===== src/sv/ubx_frame_deframer_core_defines.svh =====
// Assertion macros for the deframer RTL.
`ifndef UBX_FRAME_DEFRAMER_CORE_DEFINES_SVH
`define UBX_FRAME_DEFRAMER_CORE_DEFINES_SVH

`ifndef SYNTH

// Checks that a condition holds at every clock edge outside reset.
`define UBXFD_ASSERT(name, expr) \
  name: assert property (@(posedge clk) disable iff (rst) (expr)) \
    else $error("deframer check failed");

// Checks that a condition implies another one at the next clock edge.
`define UBXFD_ASSERT_NEXT(name, pre, post) \
  name: assert property (@(posedge clk) disable iff (rst) (pre) |=> (post)) \
    else $error("deframer sequence check failed");

`else

`define UBXFD_ASSERT(name, expr)
`define UBXFD_ASSERT_NEXT(name, pre, post)

`endif

`endif


===== src/sv/ubxfd_pkg.sv =====
// Types and constants shared by the frame deframer modules.
package ubxfd_pkg;

  localparam logic [7:0] SYNC_FIRST  = 8'hB5;
  localparam logic [7:0] SYNC_SECOND = 8'h62;

  localparam logic [15:0] MAX_LEN_RESET = 16'hFFFF;

  typedef enum logic [1:0] {
    KIND_DATA     = 2'd0,
    KIND_OK       = 2'd1,
    KIND_BAD_SUM  = 2'd2,
    KIND_TOO_LONG = 2'd3
  } kind_t;

  typedef enum logic [8:0] {
    PH_HUNT1   = 9'b000000001,
    PH_HUNT2   = 9'b000000010,
    PH_CLASS   = 9'b000000100,
    PH_ID      = 9'b000001000,
    PH_LEN_LO  = 9'b000010000,
    PH_LEN_HI  = 9'b000100000,
    PH_PAYLOAD = 9'b001000000,
    PH_CK_A    = 9'b010000000,
    PH_CK_B    = 9'b100000000
  } phase_t;

  typedef struct packed {
    kind_t       kind;
    logic [7:0]  class_id;
    logic [7:0]  message_id;
    logic [7:0]  data_byte;
    logic [15:0] byte_index;
    logic        last;
    logic [15:0] frame_length;
  } result_t;

endpackage


===== src/sv/ubxfd_parser.sv =====
// Frame parser: sync hunt, header capture, payload indexing and checksum sums.
module ubxfd_parser (
  input  logic                 clk,
  input  logic                 rst,
  input  logic                 step,
  input  logic [7:0]           rx_byte,
  input  logic [15:0]          max_payload_length,
  output logic                 res_valid,
  output ubxfd_pkg::result_t   res
);

  ubxfd_pkg::phase_t phase, phase_next;
  logic [7:0]  frame_class, frame_class_next;
  logic [7:0]  frame_msg_id, frame_msg_id_next;
  logic [15:0] payload_length, payload_length_next;
  logic [15:0] payload_count, payload_count_next;
  logic [7:0]  sum_a, sum_a_next;
  logic [7:0]  sum_b, sum_b_next;
  logic [7:0]  check_a, check_a_next;

  logic [15:0] len_full;
  logic [16:0] count_plus;
  logic        is_last;
  logic [7:0]  add_a;

  assign len_full   = {rx_byte, payload_length[7:0]};
  assign count_plus = {1'b0, payload_count} + 17'd1;
  assign is_last    = count_plus >= {1'b0, payload_length};
  assign add_a      = sum_a + rx_byte;

  always_comb begin
    phase_next          = phase;
    frame_class_next    = frame_class;
    frame_msg_id_next   = frame_msg_id;
    payload_length_next = payload_length;
    payload_count_next  = payload_count;
    sum_a_next          = sum_a;
    sum_b_next          = sum_b;
    check_a_next        = check_a;
    res_valid           = 1'b0;
    res.kind            = ubxfd_pkg::KIND_DATA;
    res.class_id        = frame_class;
    res.message_id      = frame_msg_id;
    res.data_byte       = 8'd0;
    res.byte_index      = 16'd0;
    res.last            = 1'b0;
    res.frame_length    = payload_length;

    case (phase)
      ubxfd_pkg::PH_HUNT1: begin
        if (rx_byte == ubxfd_pkg::SYNC_FIRST) begin
          phase_next = ubxfd_pkg::PH_HUNT2;
        end
      end
      ubxfd_pkg::PH_HUNT2: begin
        if (rx_byte == ubxfd_pkg::SYNC_SECOND) begin
          phase_next = ubxfd_pkg::PH_CLASS;
        end else if (rx_byte != ubxfd_pkg::SYNC_FIRST) begin
          phase_next = ubxfd_pkg::PH_HUNT1;
        end
      end
      ubxfd_pkg::PH_CLASS: begin
        // Sums restart here, so both start from the class byte itself.
        sum_a_next       = rx_byte;
        sum_b_next       = rx_byte;
        frame_class_next = rx_byte;
        phase_next       = ubxfd_pkg::PH_ID;
      end
      ubxfd_pkg::PH_ID: begin
        sum_a_next        = add_a;
        sum_b_next        = sum_b + add_a;
        frame_msg_id_next = rx_byte;
        phase_next        = ubxfd_pkg::PH_LEN_LO;
      end
      ubxfd_pkg::PH_LEN_LO: begin
        sum_a_next          = add_a;
        sum_b_next          = sum_b + add_a;
        payload_length_next = {8'd0, rx_byte};
        phase_next          = ubxfd_pkg::PH_LEN_HI;
      end
      ubxfd_pkg::PH_LEN_HI: begin
        sum_a_next          = add_a;
        sum_b_next          = sum_b + add_a;
        payload_length_next = len_full;
        payload_count_next  = 16'd0;
        if (len_full > max_payload_length) begin
          res_valid        = 1'b1;
          res.kind         = ubxfd_pkg::KIND_TOO_LONG;
          res.frame_length = len_full;
          phase_next       = ubxfd_pkg::PH_HUNT1;
        end else if (len_full == 16'd0) begin
          phase_next = ubxfd_pkg::PH_CK_A;
        end else begin
          phase_next = ubxfd_pkg::PH_PAYLOAD;
        end
      end
      ubxfd_pkg::PH_PAYLOAD: begin
        sum_a_next         = add_a;
        sum_b_next         = sum_b + add_a;
        res_valid          = 1'b1;
        res.data_byte      = rx_byte;
        res.byte_index     = payload_count;
        res.last           = is_last;
        payload_count_next = count_plus[15:0];
        if (is_last) begin
          phase_next = ubxfd_pkg::PH_CK_A;
        end
      end
      ubxfd_pkg::PH_CK_A: begin
        check_a_next = rx_byte;
        phase_next   = ubxfd_pkg::PH_CK_B;
      end
      ubxfd_pkg::PH_CK_B: begin
        res_valid  = 1'b1;
        res.kind   = ((check_a == sum_a) && (rx_byte == sum_b)) ?
                     ubxfd_pkg::KIND_OK : ubxfd_pkg::KIND_BAD_SUM;
        phase_next = ubxfd_pkg::PH_HUNT1;
      end
      default: begin
        phase_next = ubxfd_pkg::PH_HUNT1;
      end
    endcase
  end

  always_ff @(posedge clk) begin
    if (rst) begin
      phase          <= ubxfd_pkg::PH_HUNT1;
      frame_class    <= 8'd0;
      frame_msg_id   <= 8'd0;
      payload_length <= 16'd0;
      payload_count  <= 16'd0;
      sum_a          <= 8'd0;
      sum_b          <= 8'd0;
      check_a        <= 8'd0;
    end else if (step) begin
      phase          <= phase_next;
      frame_class    <= frame_class_next;
      frame_msg_id   <= frame_msg_id_next;
      payload_length <= payload_length_next;
      payload_count  <= payload_count_next;
      sum_a          <= sum_a_next;
      sum_b          <= sum_b_next;
      check_a        <= check_a_next;
    end
  end

endmodule


===== src/sv/ubx_frame_deframer_core.sv =====
// Top level of the frame deframer: stream ports, output skid stage, config register.
//
//  channel   direction  ports                          payload
//  s_*       in         s_tvalid s_tready s_tdata      rx_byte
//  m_*       out        m_tvalid m_tready m_tdata ...  one result per payload/status
//  apb       in/out     psel penable pwrite paddr ...  max_payload_length at 0x0
//
// One byte is taken per cycle while s_tready is high; any result it yields is registered to m_tdata.
// The parser updates its state in the cycle a byte is accepted, and the result
// lands in an output register backed by a one-entry skid register.
// s_tready drops only while the skid register holds a result.
// Reset is synchronous and returns the parser to the sync hunt.
`include "ubx_frame_deframer_core_defines.svh"

module ubx_frame_deframer_core (
  input  logic        clk,
  input  logic        rst,
  input  logic        s_tvalid,
  output logic        s_tready,
  input  logic [7:0]  s_tdata,   // rx_byte
  output logic        m_tvalid,
  input  logic        m_tready,
  // class_id, message_id, data_byte, byte_index, frame_length (lowest bit up)
  output logic [55:0] m_tdata,
  output logic        m_tlast,   // last
  output logic [1:0]  m_tuser,   // kind
  input  logic        psel,
  input  logic        penable,
  input  logic        pwrite,
  input  logic [2:0]  paddr,
  input  logic [31:0] pwdata,
  output logic [31:0] prdata,
  output logic        pready
);

  logic [15:0] max_payload_length;
  logic        reg_hit;
  logic        in_take;
  logic        out_take;
  logic        res_valid;
  logic        res_push;
  ubxfd_pkg::result_t res;
  ubxfd_pkg::result_t out_res;
  ubxfd_pkg::result_t skid_res;
  logic        out_valid;
  logic        skid_valid;

  // Configuration register.
  assign pready  = 1'b1;
  assign reg_hit = (paddr[2] == 1'b0);
  assign prdata  = reg_hit ? {16'd0, max_payload_length} : 32'd0;

  always_ff @(posedge clk) begin
    if (rst) begin
      max_payload_length <= ubxfd_pkg::MAX_LEN_RESET;
    end else if (psel && penable && pwrite && pready && reg_hit) begin
      max_payload_length <= pwdata[15:0];
    end
  end

  assign s_tready = !skid_valid;
  assign in_take  = s_tvalid && s_tready;

  ubxfd_parser u_parser (
    .clk                (clk),
    .rst                (rst),
    .step               (in_take),
    .rx_byte            (s_tdata),
    .max_payload_length (max_payload_length),
    .res_valid          (res_valid),
    .res                (res)
  );

  assign res_push = in_take && res_valid;
  assign out_take = out_valid && m_tready;

  // The output register refills from the skid register first; a new result
  // goes to the skid register only while the output register is held.
  always_ff @(posedge clk) begin
    if (rst) begin
      out_valid  <= 1'b0;
      skid_valid <= 1'b0;
    end else begin
      if (!out_valid || out_take) begin
        if (skid_valid) begin
          out_valid  <= 1'b1;
          skid_valid <= 1'b0;
        end else begin
          out_valid <= res_push;
        end
      end else if (res_push) begin
        skid_valid <= 1'b1;
      end
    end
  end

  always_ff @(posedge clk) begin
    if (!out_valid || out_take) begin
      if (skid_valid) begin
        out_res <= skid_res;
      end else if (res_push) begin
        out_res <= res;
      end
    end else if (res_push) begin
      skid_res <= res;
    end
  end

  assign m_tvalid = out_valid;
  assign m_tuser  = out_res.kind;
  assign m_tlast  = out_res.last;
  assign m_tdata  = {out_res.frame_length, out_res.byte_index, out_res.data_byte,
                     out_res.message_id, out_res.class_id};

  `UBXFD_ASSERT(a_skid_behind_out, !skid_valid || out_valid)
  `UBXFD_ASSERT(a_status_fields_zero, !(out_valid && (out_res.kind != ubxfd_pkg::KIND_DATA)) || ((out_res.data_byte == 8'd0) && (out_res.byte_index == 16'd0) && !out_res.last))
  `UBXFD_ASSERT(a_last_index, !(out_valid && out_res.last) || (({1'b0, out_res.byte_index} + 17'd1) == {1'b0, out_res.frame_length}))
  `UBXFD_ASSERT_NEXT(a_skid_drains, skid_valid && m_tready, !skid_valid)

endmodule

===== config.mk =====
export PLATFORM = sky130hd
export DESIGN_NAME = ubx_frame_deframer_core
export DESIGN_NICKNAME = d
export VERILOG_FILES = /design/src/sv/ubxfd_pkg.sv /design/src/sv/ubxfd_parser.sv /design/src/sv/ubx_frame_deframer_core.sv
export VERILOG_INCLUDE_DIRS = /design/src /design/src/sv
export SDC_FILE = /design/constraint.sdc
export NUM_CORES = 1
export LEC_CHECK = 0
export BUFFER_PORTS_ARGS = -buffer_cell sky130_fd_sc_hd__buf_2
export CAP_MARGIN = 20
export CORE_ASPECT_RATIO = 1.2
export CORE_MARGIN = 2
export CORE_UTILIZATION = 55
export CTS_CLUSTER_SIZE = 20
export DETAILED_ROUTE_END_ITERATION = 8
export PLACE_DENSITY = 0.77
export REMOVE_ABC_BUFFERS = 1
export SLEW_MARGIN = 10
export SYNTH_ARGS = -nofsm -noshare
export SYNTH_HDL_FRONTEND = slang
export SYNTH_HIERARCHICAL = 1
export SYNTH_SLANG_ARGS = --single-unit

===== constraint.sdc =====
create_clock -name clk -period 6.4 [get_ports clk]
set_input_delay 0.96 -clock clk [delete_from_list [all_inputs] [get_ports clk]]
set_output_delay 0.96 -clock clk [all_outputs]
set_load 0.005 [all_outputs]

**After elaboration in Yosys (flattened, before gate mapping)**

Index checks and enable logic that the tools add are counted.
W data, S select, Z words.

- Reductions and logical operators: 28
- Equality and inequality tests: 17
- $lt $le $gt $ge: 2
- $add $sub $neg: 3
- Bitwise gates (word level): 3
- Mux-type cells: 23

Operators with widths:

| kind | count |
|---|---|
| $mux W59 | 2 |
| $pmux W9 S8 | 1 |
| $pmux W16 S2 | 2 |
| $mux W16 | 3 |
| $mux W9 | 4 |
| $pmux W8 S2 | 2 |
| $mux W25 | 1 |
| $add A16 B1 Y17 const B | 1 |
| $ge A17 B16 Y1 | 1 |
| $add A8 B8 Y8 | 2 |
| $eq A8 B8 Y1 | 2 |
| $gt A16 B16 Y1 | 1 |
| $logic_not A16 Y1 | 1 |
| $mux W8 | 2 |
| $reduce_and A2 Y1 | 8 |
| $eq A9 B1 Y1 const B | 1 |
| $eq A9 B2 Y1 const B | 1 |
| $eq A9 B3 Y1 const B | 1 |
| $eq A9 B4 Y1 const B | 1 |
| $eq A9 B5 Y1 const B | 1 |
| $eq A9 B6 Y1 const B | 1 |
| $eq A9 B7 Y1 const B | 1 |
| $eq A9 B8 Y1 const B | 1 |
| $eq A9 B9 Y1 const B | 1 |
| other kinds (18) | 34 |

- Input bits: 50
- Word-level logic and storage cells: 102
- Flip-flop bits (word level): 217

**Longest topological paths before layout**

Gate-level depths: netlist of run 1.

- Depth in word-level cells: 6
- Mapped depth: 16
- Mapped depth without buffers: 16

**Hierarchy**

Netlist of run 1, hierarchy kept.

Modules (own cells, without submodules):

| module | cells each | instances | area each (um2) |
|---|---|---|---|
| ubxfd_parser | 692 | 1 | 5519.0 |
| ubx_frame_deframer_core | 302 | 1 | 5242.5 |

**Least setup slack after synthesis of run 1**

Ideal clock, no wire load.

- Kind: input to register
- From: in s_tdata[3]
- To: reg out_res (netlist bit m_tdata[0]), enable pin
- Stages on the path: 11
- Arrival time: 5051 ps
- Slack: 873 ps
- Library setup time: 476 ps
- Path through: ha_1 nand3_1 o221a_2 o21ai_0 a31oi_1 or3_1 buf_2 buf_6 nand3_1 a21oi_1 nor2_1

- Cells in the longest elaborated chain, start to end: 6

RTL lines:

| what | RTL line | source |
|---|---|---|
| start: declaration | ubx_frame_deframer_core.sv:20 | `input logic [7:0] s_tdata,` |
| $gt A16 B16 Y1 | ubxfd_parser.sv:86 | `if (len_full > max_payload_length) begin` |
| $mux W1 | ubxfd_parser.sv:86 |  |
| $pmux W1 S2 | ubxfd_parser.sv:49 | `case (phase)` |
| named net res_valid | ubx_frame_deframer_core.sv:40 | `logic res_valid;` |
| $logic_and A1 B1 Y1 | ubx_frame_deframer_core.sv:74 | `assign res_push = in_take && res_valid;` |
| $reduce_bool A2 Y1 (no source line) | -- |  |
| $reduce_and A2 Y1 (no source line) | -- |  |
| end signal: assignment | ubx_frame_deframer_core.sv:100 | `out_res <= skid_res;` |
| end signal: assignment | ubx_frame_deframer_core.sv:102 | `out_res <= res;` |
| end: declaration | ubx_frame_deframer_core.sv:43 | `ubxfd_pkg::result_t out_res;` |

The timed path passes the listed nets, and every way through them passes these cells.
A chain may end at the register's enable or synchronous reset.

**Final worst setup path of run 1**

- From: in s_tdata[3]
- To: reg skid_res[29] (netlist bit), enable pin

- Cells in the longest elaborated chain, start to end: 5

RTL lines:

| what | RTL line | source |
|---|---|---|
| $gt A16 B16 Y1 | ubxfd_parser.sv:86 |  |
| $mux W1 | ubxfd_parser.sv:86 |  |
| $pmux W1 S2 | ubxfd_parser.sv:49 |  |
| named net res_valid | ubx_frame_deframer_core.sv:40 |  |
| $logic_and A1 B1 Y1 | ubx_frame_deframer_core.sv:74 |  |
| $reduce_and A2 Y1 (no source line) | -- |  |
| end signal: assignment | ubx_frame_deframer_core.sv:105 | `skid_res <= res;` |
| end: declaration | ubx_frame_deframer_core.sv:44 | `ubxfd_pkg::result_t skid_res;` |

The timed path passes the listed nets, and every way through them passes these cells.

==> run summary, run 1 <==
The number of endpoints with negative hold slack in the final report is 0. The setup total negative slack is 0 ns. The number of sinks handled by clock tree synthesis is 217. The overall track demand over capacity in global routing came out at 0.211.

In this run the worst hold path is classified as reg2reg. The run finished with clean final reports. The top-level port count came out at 144. IR analysis of the VDD net gives a maximum drop of between 150 and 200 uV. The estimated wirelength of the detail-placed design is 14800 um. Headroom to the max-slew limit came out at 0.318. The routed via count divided by cell count is 5.50. In the post-synthesis netlist, the biggest area contributors are edfxtp_1 33%, dfxtp_1 18%, mux2_2 6.5%. The max-slew violation count is 0. The slowest stage of the critical path is the and3_2 cell. The total overflow left after global routing is 0. After technology mapping, the gate count stands at 994.

After clock tree synthesis, the clock-pin slew on the worst setup and hold paths is 0.06 ns. The commonest register cell after synthesis is edfxtp_1. Entering global routing, the biggest net connects 68 pins. The final setup violation count came out at 0.

The count of nets left with antenna violations after detail routing came out at 0. The buffer levels on the longest clock path came out at 3. Row generation in the floorplan step produced 56 rows. The DRC violation total after the first TritonRoute iteration is 705.

The congestion estimate from routability-driven global placement came to 0.855. The total inserted antenna cells is 0. The number of antenna violations at the first check in global routing is 0. The total design power came out at 0.00280 W. The largest total area in the synthesized netlist belongs to edfxtp_1. The relative area change from synthesis to final layout is 10.8%. The total power per unit cell area is 235 nW/um^2. For this run, the detailed router's first-pass iteration total came to 7.

The clock period could shrink to 4.21 ns. The final layout contains 1166 nets. The register bit total from synthesis came out at 217. By instance count, the cell type seen most on the critical path is nand3_1. The setup path with the least slack is of type in2reg.

The first global-routing pass estimated 35700 um of wire. The top cell types in the final layout, fill and taps aside, are 123 x nor2_1, 118 x edfxtp_1, 107 x buf_2, 98 x dfxtp_1, 62 x mux2_2. The endpoint arrival time on the critical path is 4.36 ns. The routed wire length per instance came out at about 17 um. The post-synthesis cell type count came out at 64. Setup repair after global routing left no endpoint under its margin.

In this run the tool buffered the top-level ports with 108 buffer cells. The floorplan core area is slightly below 20000 sq um. In this run the worst path has a maximum fanout of 33. The transition time at the pin with the least slew margin is 1.02 ns. Broken down by cell family, the worst path's largest delay share belongs to simple AND/OR/NAND/NOR gates. The Yosys step of the flow raised 6 warnings. The upper clock frequency limit is roughly 0.24 GHz. The portion of synthesized cell area occupied by the leading cell type is 0.329. The number of global-route vias before repair came out at between 7000 and 8000. The cell at the root of the clock tree is clkbuf_16. The vertical die dimension is ~160 um. The deepest level of the CTS H-tree is 1. The layout has 1612 filler cells. Once the clock tree was built, the resizer swapped 0 gates to a different size. The async set or reset register ratio after synthesis came out at 0. The die is ~130 um wide.

The proportion of layout cells with a drive suffix above 1 came out at 0.213. The total of max-cap violations came out at 0. The post-CTS setup buffer count came out at 0. The delay contributed by the slowest stage of the critical path is 0.75 ns.

The register area share after synthesis is 0.513. Measured on the finished design, the core utilization comes to 0.616. The number of buffers and inverters on the critical path is 2. The total detailed-routing wirelength is ~22000 um. The clock latency on the worst-skew pair is 0.50 ns.

The post-route DRC violation count is 0. The critical path goes through buf_2 > ha_1 > nand3_1 > o221a_2 > o21ai_0 > a31oi_1 > or3_1 > nand3_1 > and3_2 > buf_4. The final clock period utilization by the worst path is 0.657.

The number of buffers inserted by hold repair at cts is 0. The area enclosed by the die boundary is 20700 sq um. The total vias in the final route is around 7400. Dividing the synthesized area by the synthesized cell count gives 10.8 sq um.

Summed over all cells, the static leakage comes to 5.13 nW. The effective utilization at floorplan is 0.556. STA classifies the critical path endpoint as a flop. Summing every instance area after synthesis gives 10800 sq um.

Leaving out fill and tap cells, the most frequent cell in the layout is nor2_1. STA classifies the critical path startpoint as an input pin. The worst endpoint required time came out at 6.55 ns. The synthesized design contains roughly 120 enable-type register cells. The worst-case clock skew came out at 0.0196 ns. The number of clock buffers added by TritonCTS is 21. TritonCTS built the clock tree.
-- cell families (layout without fill, tap and decap cells) --
| group | Yosys count | in the layout | synth area share |
|---|---|---|---|
| other cells | 2 | 17 | 0.000698 |
| xor+xnor | 44 | 44 | 0.0358 |
| fa+ha+maj | 49 | 49 | 0.0584 |
| flops | 217 | 217 | 0.513 |
| simple gates | 325 | 325 | 0.152 |
| mux | 108 | 108 | 0.110 |
| compound gates | 123 | 123 | 0.0717 |
| buf+inv | 126 | 198 | 0.0585 |
-- state kept, by name, indices dropped and copies added (netlist names), 9 cells and up --
signal / count
u_parser/phase: 9
u_parser/payload_count: 16
m_tdata: 56
max_payload_length: 16
u_parser/payload_length: 16
skid_res: 59
-- per-stage QoR --
stage | instances | area [sq um] | hold WS [ns] | setup WS, ns
5_1_grt | 1342 | 11900 | 0.474 | 1.99
6_report | 1342 | 11900 | 0.457 | 2.19
4_1_cts | 1342 | 11900 | 0.455 | 2.18
2_1_floorplan | 930 | 10400 | 0.426 | 0.765
3_5_place_dp | 1305 | 11300 | 0.445 | 1.66
3_3_place_gp | 1305 | 11300 | 0.435 | 1.74
-- cell type report --
cell class,instances,area [sq um],share of cell area
Timing Repair Buffer,114,588,0.0493
Clock inverter,11,83.8,0.00703
Tap cell,261,327,0.0274
Sequential cell,217,5530,0.464
Clock buffer,26,544,0.0457
Multi-Input combinational cell,666,4670,0.392
Inverter,47,176,0.0148
-- synth_stat cells (24+ instances only) --
cell and n:
buf_4 26, mux2_2 62, a21oi_1 48, xor2_1 25
nand2_1 45, clkbuf_1 32, and2_1 24, mux2i_1 42
ha_1 47, edfxtp_1 118, nand3_1 32, dfxtp_1 99
nor2_1 124, inv_1 46
-- report_power, final --
group	switching, W	internal [W]	leakage, nW
logic	0.000101	0.0000722	2.81
registers	0.0000164	0.00146	2.02
clock network	0.000505	0.000645	0.302
total	0.000623	0.00218	5.13
-- per-layer routing --
metal	routed length (um)	track usage
met2	11400	0.386
met1	9290	0.263
met3	1090	0.0245
met5	0	0
met4	494	0.0652
-- worst paths after layout --
path                        to                      from  cells after the start  slack (ns)
setup / recovery  skid_res[29]                s_tdata[3]                     10        2.19
hold / removal    skid_res[48]  u_parser/frame_msg_id[7]                      0        0.46
setup reg to reg  skid_res[29]         u_parser/phase[7]                      7        2.49
hold reg to reg   skid_res[48]  u_parser/frame_msg_id[7]                      0        0.46
Note: power is estimated with default switching activity, not from simulation.
==> run 2, diff against run 1 <==
Settings changed: ABC_AREA set to 1, CORE_UTILIZATION 55 to 53.
Clock period 6.4 ns to 3.7 ns, I/O delays scaled along.
==> run summary, run 2 <==
The post-route DRC violation count came out at 0 (unchanged). The power share of the sequential group is 0.482 (-0.046). The largest net degree at the start of global routing was 61 (-10%).

The number of buffers created by CTS came out at 22 (+4.8%). The count of nets left with antenna violations after detail routing came out at 0 (unchanged). In this design, the largest share of critical-path delay is due to simple AND/OR/NAND/NOR gates. The number of global-route vias before repair came out at 8236 (+17%). The synthesized instance count came out at 1278 (+29%). The floorplan core area is 20200 sq um (+4.4%). The worst endpoint required time came out at 3.84 ns (-2.71 ns). The mean cell area of the mapped netlist was 8.53 sq um (-21%). The total net switching power is 0.00142 W (+130%). The overall track demand over capacity in global routing came to 0.225 (+0.0137). The flip-flop count of the largest register, all copies and words added came out at 59 (unchanged).

The total congestion overflow came out at 0 (unchanged). The total vias in the final route came out at 8727 (+18%). The deepest level of the CTS H-tree was 1 (unchanged). In the finished design, the share of the clock period the worst path needs comes to 0.852.

The setup path with the least slack is of type reg2reg. The worst slew margin relative to its limit is 0.333 (+0.0157). The most frequent standard cell in the layout excluding fill and tap cells is nand2_1. Setup repair after global routing left no endpoint under its margin. The number of buffers inserted by hold repair at cts came to 0 (unchanged). The number of search-and-repair iterations in the first detailed-routing pass is 5 (-2).

The relative contribution of combinational cells to total power came to 0.122 (+0.060). The most common cell in the synthesized netlist is nand2_1. The run finished with clean final reports. The cell type with the highest occurrence count on the critical path is nand2_1. The total placed instance area is 11600 sq um (+2.5%).

The critical path starts at max_payload_length[15]. The final estimated routing congestion in global placement is 0.898 (+5.1%). The number of buffers and inverters on the critical path is 2 (unchanged). The fraction of power consumed by the clock network is 0.396 (-0.014). The logic depth of the worst register-to-register path is 11 (+4).

The maximum fanout along the worst path came out at 59 (+79%). The filler cell count in the final layout was 1722 (+6.8%). The post-synthesis cell area is 10900 sq um (+1.3%). The width of the die came out at 135 um (+2.4%). The routed via count divided by cell count is 5.28 (-4.0%). The worst voltage drop across the vdd grid came out at 286 uV (+77%).

The number of buffer cells added on primary ports is 108 (unchanged). The effective utilization at floorplan is 0.540 (-0.0165). The yosys synthesis warning count is 6 (unchanged). The area used by multi-input combinational logic is 4470 sq um (-4.4%).

The number of flops mapped to enable cells by yosys is 118 (unchanged). The max-slew violation count came out at 0 (unchanged). The total detailed-routing wirelength came out at 24600 um (+11%). The vertical die dimension is 161 um (+2.5%). In this run the critical register-to-register path is launched from max_payload_length[15].

The portion of synthesized cell area occupied by the leading cell type is 0.325 (-0.00416). The transition time at the pin with the least slew margin is 1.00 ns (-0.0198 ns). The total area of sequential cells is 5530 sq um (unchanged).

The worst setup slack for register-to-register paths is 0.55 ns (-1.94 ns). The setup total negative slack is 0 ns (unchanged). The TritonCTS clock tree is built.

The global-route wire length before repair came out at 39900 um (+12%). After layout, the minimum clock period comes to 3.15 ns. The total leakage power came out at 5.66 nW (+10%). The register area share after synthesis is 0.507 (-0.00648). For this run, the top clock speed supported by timing is 0.317 GHz.

The buffer levels on the longest clock path came to 3 (unchanged). The post-CTS setup buffer count is 0 (unchanged). The total inserted antenna cells came out at 0 (unchanged). The signal on the critical path passes through inv_1 > ha_1 > nand2_1 > nor4_1 > nand2_1 > nand2_1 > nand3_1 > nand3_1 > a21oi_1 > a21oi_4 > buf_4. The net count reported at finish was 1470 (+26%). The delay contributed by the slowest stage of the critical path was 0.55 ns (-0.20 ns). The critical path depth is 11 (+1). The number of sinks handled by clock tree synthesis came out at 217 (unchanged). STA classifies the critical path endpoint as a flop. The final-layout worst hold slack came out at 0.285 ns (-0.172 ns).

The post-synthesis cell type with the largest combined area is edfxtp_1. The DRC violation total after the first TritonRoute iteration was 631 (-10%). The routed wire length per instance came out at 14.9 um (-10%).

The worst min-delay path category is in2reg. In the layout the commonest cells are 357 x nand2_1, 132 x inv_1, 118 x edfxtp_1, 108 x buf_2, 98 x dfxtp_1. Counting flops per register, the top entry is skid_res. The area enclosed by the die boundary came out at 21700 sq um (+5.0%). The startpoint of the tightest hold check path is pwdata[0].

The proportion of layout cells with a drive suffix above 1 came to 0.141 (-0.0715). The relative area change from synthesis to final layout came out at 12.8%. The endpoint arrival time on the critical path came to 3.29 ns (-1.07 ns). The most critical setup path has its endpoint at m_tdata[11]. The worst-case clock skew came to 0.0214 ns (+0.00181 ns). Among all stages on the critical path, the largest delay is contributed by buf_4. The total power per unit cell area is 451 nW/um^2 (+92%). By count the netlist is led by 357 x nand2_1, 132 x inv_1, 118 x edfxtp_1, 99 x dfxtp_1, 98 x a21oi_1.

The internal power summed over all cells is 0.00413 W (+89%). The CTS clock-pin slew for the worst setup and hold paths was 0.06 ns (about the same). The number of endpoints with negative hold slack in the final report came out at 0 (unchanged). The async set or reset register ratio after synthesis was 0 (unchanged). In this run the clock root is driven by a clkbuf_16. The proportion of total power due to net switching came out at 0.256 (+0.0338). In this run the critical register-to-register path is captured at m_tdata[11]. The estimated wirelength of the detail-placed design is 17100 um (+15%). The number of placement rows came out at 57 (+1.8%). The post-synthesis cell type count came out at 44 (-31%).

In the synthesized netlist the dominant register cell turns out to be edfxtp_1. The count of cells resized by post-cts repair is 0 (unchanged). The total of max-cap violations is 0 (unchanged). The clock latency on the worst-skew pair was 0.51 ns (about the same).

The nature of the critical path startpoint is a flop. The number of antenna violations at the first check in global routing is 0 (unchanged). Sorting the synthesized cells by area gives the leading types as edfxtp_1 33%, dfxtp_1 18%, nand2_1 12%. The register bit total from synthesis came to 217 (unchanged).

The design area came out at 12300 sq um (+3.1%). The top-level port count is 144 (unchanged). The final setup violation count was 0 (unchanged).
==> run 2: cell types whose count changed after synthesis, moves of 35 or more <==
cell,change
a21oi_1,+50
inv_1,+86
nand3_1,+35
mux2i_1,-42
o21ai_0,+37
mux2_2,-62
nand2_1,+312
nor2_1,-39
==> run 2: cells by family (layout without fill, tap and decap cells) <==
logic type                 Yosys count  count (layout)  share of synthesized area
xor gates and xnor gates            37              37                     0.0297
other                                2              17                   0.000689
and+or+nand+nor                    572             572                      0.225
adders and majority gates           49              49                     0.0576
AOI/OAI and AO/OA                  186             186                     0.0898
DFF                                217             217                      0.507
buffers and inverters              215             309                     0.0899
==> run 2: worst min path at each step <==
| stage | depth (start not counted) | slack [ns] | end |
|---|---|---|---|
| after global routing | 3 | 0.29 | max_payload_length[1] |
| after global placement | 0 | 0.44 | skid_res[51] |
| final | 3 | 0.29 | max_payload_length[0] |
| after detailed placement | 0 | 0.44 | skid_res[49] |
| after floorplan | 0 | 0.43 | skid_res[49] |
| after CTS | 3 | 0.28 | max_payload_length[1] |
==> run 2: metal layers <==
metal | vias up | share of wire | GRT usage
met3 | 62 | 0.064 | 0.0229
met1 | 4013 | 0.40 | 0.289
met4 | 0 | 0.033 | 0.0890
met2 | 304 | 0.50 | 0.390
met5 | - | 0 | 0
li1 | 4348 | - | -
==> run 2: power groups by stage <==
stage	sequential (W)	clock, W	combinational, W
2_1_floorplan	0.00271	0	0.000477
3_3_place_gp	0.00272	0	0.000651
3_5_place_dp	0.00272	0	0.000670
5_1_grt	0.00268	0.00232	0.000765
6_report	0.00267	0.00220	0.000679
4_1_cts	0.00267	0.00223	0.000674
==> run 2: worst reg2reg max path: stages (launching register included) <==
cell and delay (ns):
dfxtp_1 0.36, inv_1 0.07, ha_1 0.30, nand2_1 0.09
nor4_1 0.51, nand2_1 0.12, nand2_1 0.15, nand3_1 0.11
nand3_1 0.14, a21oi_1 0.15, a21oi_4 0.15, buf_4 0.55
==> run 2: layout make-up <==
| class | count | share of cell area |
|---|---|---|
| timing repair buffer | 128 | 0.0582 |
| inverter | 141 | 0.0433 |
| clock buffer | 29 | 0.0486 |
| multi-input combinational | 861 | 0.364 |
| clock inverter | 11 | 0.00977 |
| tap | 265 | 0.0270 |
| sequential | 217 | 0.450 |
==> run 2: through the flow <==
stage               total power (W)   util  setup slack [ns]  std cells
floorplan                   0.00319      -             -1.75       1219
global placement            0.00337  0.573             0.398       1612
detailed placement          0.00339  0.573             0.332       1612
CTS                         0.00558  0.609             0.585       1652
global route                0.00576  0.609             0.310       1652
finish                      0.00555  0.609             0.548       1652
==> run 3, diff against run 2 <==
Settings changed: BUFFER_PORTS_ARGS -buffer_cell sky130_fd_sc_hd__buf_2 to -buffer_cell sky130_fd_sc_hd__buf_4, TNS_END_PERCENT set to 30.
==> run summary, run 3 (synthesis results as in run 2) <==
The total congestion overflow is 0 (unchanged). TritonCTS built the clock tree. The count of nets left with antenna violations after detail routing is 0 (unchanged). The number of buffers created by CTS is 22 (unchanged). The worst slew margin relative to its limit is 0.377 (+0.0436). The buffer levels on the longest clock path came out at 3 (unchanged).

The area enclosed by the die boundary came out at 21700 sq um (unchanged). The CTS clock-pin slew for the worst setup and hold paths is 0.06 ns (about the same). The number of buffers inserted by hold repair at cts came out at 0 (unchanged). The number of search-and-repair iterations in the first detailed-routing pass is 6 (+1). The min-delay analysis places its worst path in the category in2reg. The top-level port count is 144 (unchanged). The total power per unit cell area came to 448 nW/um^2 (-0.80%). The flip-flop count of the largest register, all copies and words added is 59 (unchanged). The area used by multi-input combinational logic was 4470 sq um (unchanged).

The effective utilization at floorplan came out at 0.540 (unchanged). The net count reported at finish came to 1473 (+0.20%). The utilization of the core after routing was 0.626 (+0.0167).

The max-slew violation count is 0 (unchanged). The cell at the root of the clock tree is clkbuf_16. The worst setup path is launched from a flop. The largest net degree at the start of global routing came out at 62 (+1.6%).

The count of cells resized by post-cts repair is 0 (unchanged). The post-CTS setup buffer count was 0 (unchanged). The floorplan core area is 20200 sq um (unchanged). The worst setup path is captured at a flop.

The vertical die dimension came out at 161 um (unchanged). The routed via count divided by cell count is 5.32 (+0.63%). The most frequent standard cell in the layout excluding fill and tap cells is nand2_1.

The worst voltage drop across the vdd grid came out at 281 uV (-1.9%). The number of global-route vias before repair came to 8381 (+1.8%). The proportion of layout cells with a drive suffix above 1 came out at 0.145 (+0.00329).

The overall track demand over capacity in global routing is 0.227 (+0.00159). The relative contribution of combinational cells to total power is 0.124 (+0.002). In the layout the commonest cells are 357 x nand2_1, 132 x inv_1, 128 x buf_4, 118 x edfxtp_1, 98 x dfxtp_1.

The maximum fanout along the worst path came out at 18 (-69%). The total net switching power came out at 0.00143 W (+0.82%). The worst-case clock skew is 0.0219 ns (+0.000513 ns).

The deepest level of the CTS H-tree was 1 (unchanged). The total inserted antenna cells is 0 (unchanged). The final instance count without filler cells came out at 1655 (+0.18%).

The relative area change from synthesis to final layout is 15.9%. The routed wire length per instance came out at 14.9 um (about the same). The total placed cells including tap cells is 1615 (+0.19%).

The final clock period utilization by the worst path came out at 0.847 (-0.00492). The worst endpoint required time came out at 4.09 ns (+0.25 ns). The final estimated routing congestion in global placement came to 0.936 (+4.2%).

The signal on the critical path passes through ha_1 > nand4_1 > nor2_1 > nand4_1 > nor2_1 > nand2_1 > xor2_1 > ha_1 > a21oi_1 > o211ai_1 > inv_1 > nand2_1 > nor2_2 > nand4_4 > a21oi_1 > nor2_1. The run finished with clean final reports. The width of the die is 135 um (unchanged). The total leakage power came out at 5.78 nW (+2.1%). The upper clock frequency limit is 0.319 GHz (+0.58%). The critical path start-end classification is reg2reg. The total vias in the final route came out at 8798 (+0.81%). The delay contributed by the slowest stage of the critical path is 0.44 ns (-0.11 ns).

The number of antenna violations at the first check in global routing came out at 1 (+1). The register with the most flip-flops is skid_res. The final setup violation count came out at 0 (unchanged).

The internal power summed over all cells came out at 0.00422 W (+2.3%). The post-route DRC violation count is 0 (unchanged). The global-route wire length before repair came out at 40000 um (+0.35%).

The clock period minus final worst setup slack is 3.13 ns (-0.0182 ns). The power share of the sequential group is 0.473 (-0.009). The total placed instance area is 11900 sq um (+2.6%). The worst setup margin is 0.567 ns (+0.0182 ns). The setup slack after placement came out at 0.339 ns (+0.00660 ns).

The number of sinks handled by clock tree synthesis was 217 (unchanged). Setup repair after global routing left no endpoint under its margin. The transition time at the pin with the least slew margin is 0.931 ns (-0.0688 ns). The number of endpoints with negative hold slack in the final report is 0 (unchanged). The clock latency on the worst-skew pair was 0.51 ns (about the same). The endpoint arrival time on the critical path is 3.53 ns (+0.24 ns). The estimated wirelength of the detail-placed design came out at 17100 um (about the same). The setup total negative slack was 0 ns (unchanged). Among the stages of the critical path, the cell type that occurs most often is nor2_1. Among all stages on the critical path, the largest delay is contributed by dfxtp_1. The total area of sequential cells is 5530 sq um (unchanged). The design area is 12600 sq um (+2.7%). The number of placement rows was 57 (unchanged).

The filler cell count in the final layout came out at 1664 (-3.4%). The DRC violation total after the first TritonRoute iteration came out at 770 (+22%). The total of max-cap violations came out at 0 (unchanged).

The total detailed-routing wirelength came out at 24700 um (+0.24%). The proportion of total power due to net switching came out at 0.253 (-0.00279). The number of buffer cells added on primary ports was 108 (unchanged).

The fraction of power consumed by the clock network came to 0.403 (+0.007).
run 3: cell count changes in the layout (fill, tap and decap cells not counted), moves of 2 or more:
| cell | before | now |
|---|---|---|
| buf_2 | 108 | 0 |
| buf_4 | 18 | 128 |
| clkinv_2 | 4 | 2 |
| clkinvlp_4 | 1 | 3 |
run 3: routing by layer:
layer	GRT usage	vias up	wire, um
li1	-	4349	-
met1	0.277	4034	9750
met2	0.397	345	12300
met3	0.0298	68	1620
met4	0.104	2	972
met5	0	-	9
run 3: cell type report:
class | instances | share of cell area
clock buffers | 28 | 0.0470
inverters | 141 | 0.0421
flip-flops and latches | 217 | 0.438
well taps | 265 | 0.0263
clock inverters | 12 | 0.0124
multi-input cells | 861 | 0.354
repair buffers | 131 | 0.0808
run 3: stage by stage:
step           hold WS [ns]  total power [W]
2_1_floorplan         0.425          0.00319
3_3_place_gp          0.437          0.00339
3_5_place_dp          0.446          0.00342
4_1_cts               0.275          0.00568
5_1_grt               0.282          0.00587
6_report              0.280          0.00566
run 3: final timing paths:
| check | cells past startpoint | from | endpoint | slack [ns] |
|---|---|---|---|---|
| max | 16 | u_parser/payload_count[0] | u_parser/phase[8] | 0.57 |
| min | 3 | pwdata[11] | max_payload_length[11] | 0.28 |
| max reg2reg | 16 | u_parser/payload_count[0] | u_parser/phase[8] | 0.57 |
| min reg2reg | 0 | u_parser/frame_msg_id[0] | skid_res[41] | 0.46 |
run 3: power by group through the flow:
stage | logic [W] | registers, W | clock network, W
final | 0.000703 | 0.00267 | 0.00228
after global routing | 0.000792 | 0.00268 | 0.00240
after floorplan | 0.000477 | 0.00271 | 0
after detailed placement | 0.000694 | 0.00272 | 0
after CTS | 0.000697 | 0.00267 | 0.00231
after global placement | 0.000674 | 0.00272 | 0
run 3: critical path, delay by kind of cell, from the launching register on:
family	cells	cell delay, ns
and+or+nand+nor	9	1.24
adders and majority gates	2	0.55
AOI/OAI and AO/OA	3	0.50
DFF	1	0.44
xor gates and xnor gates	1	0.21
buffers and inverters	1	0.07
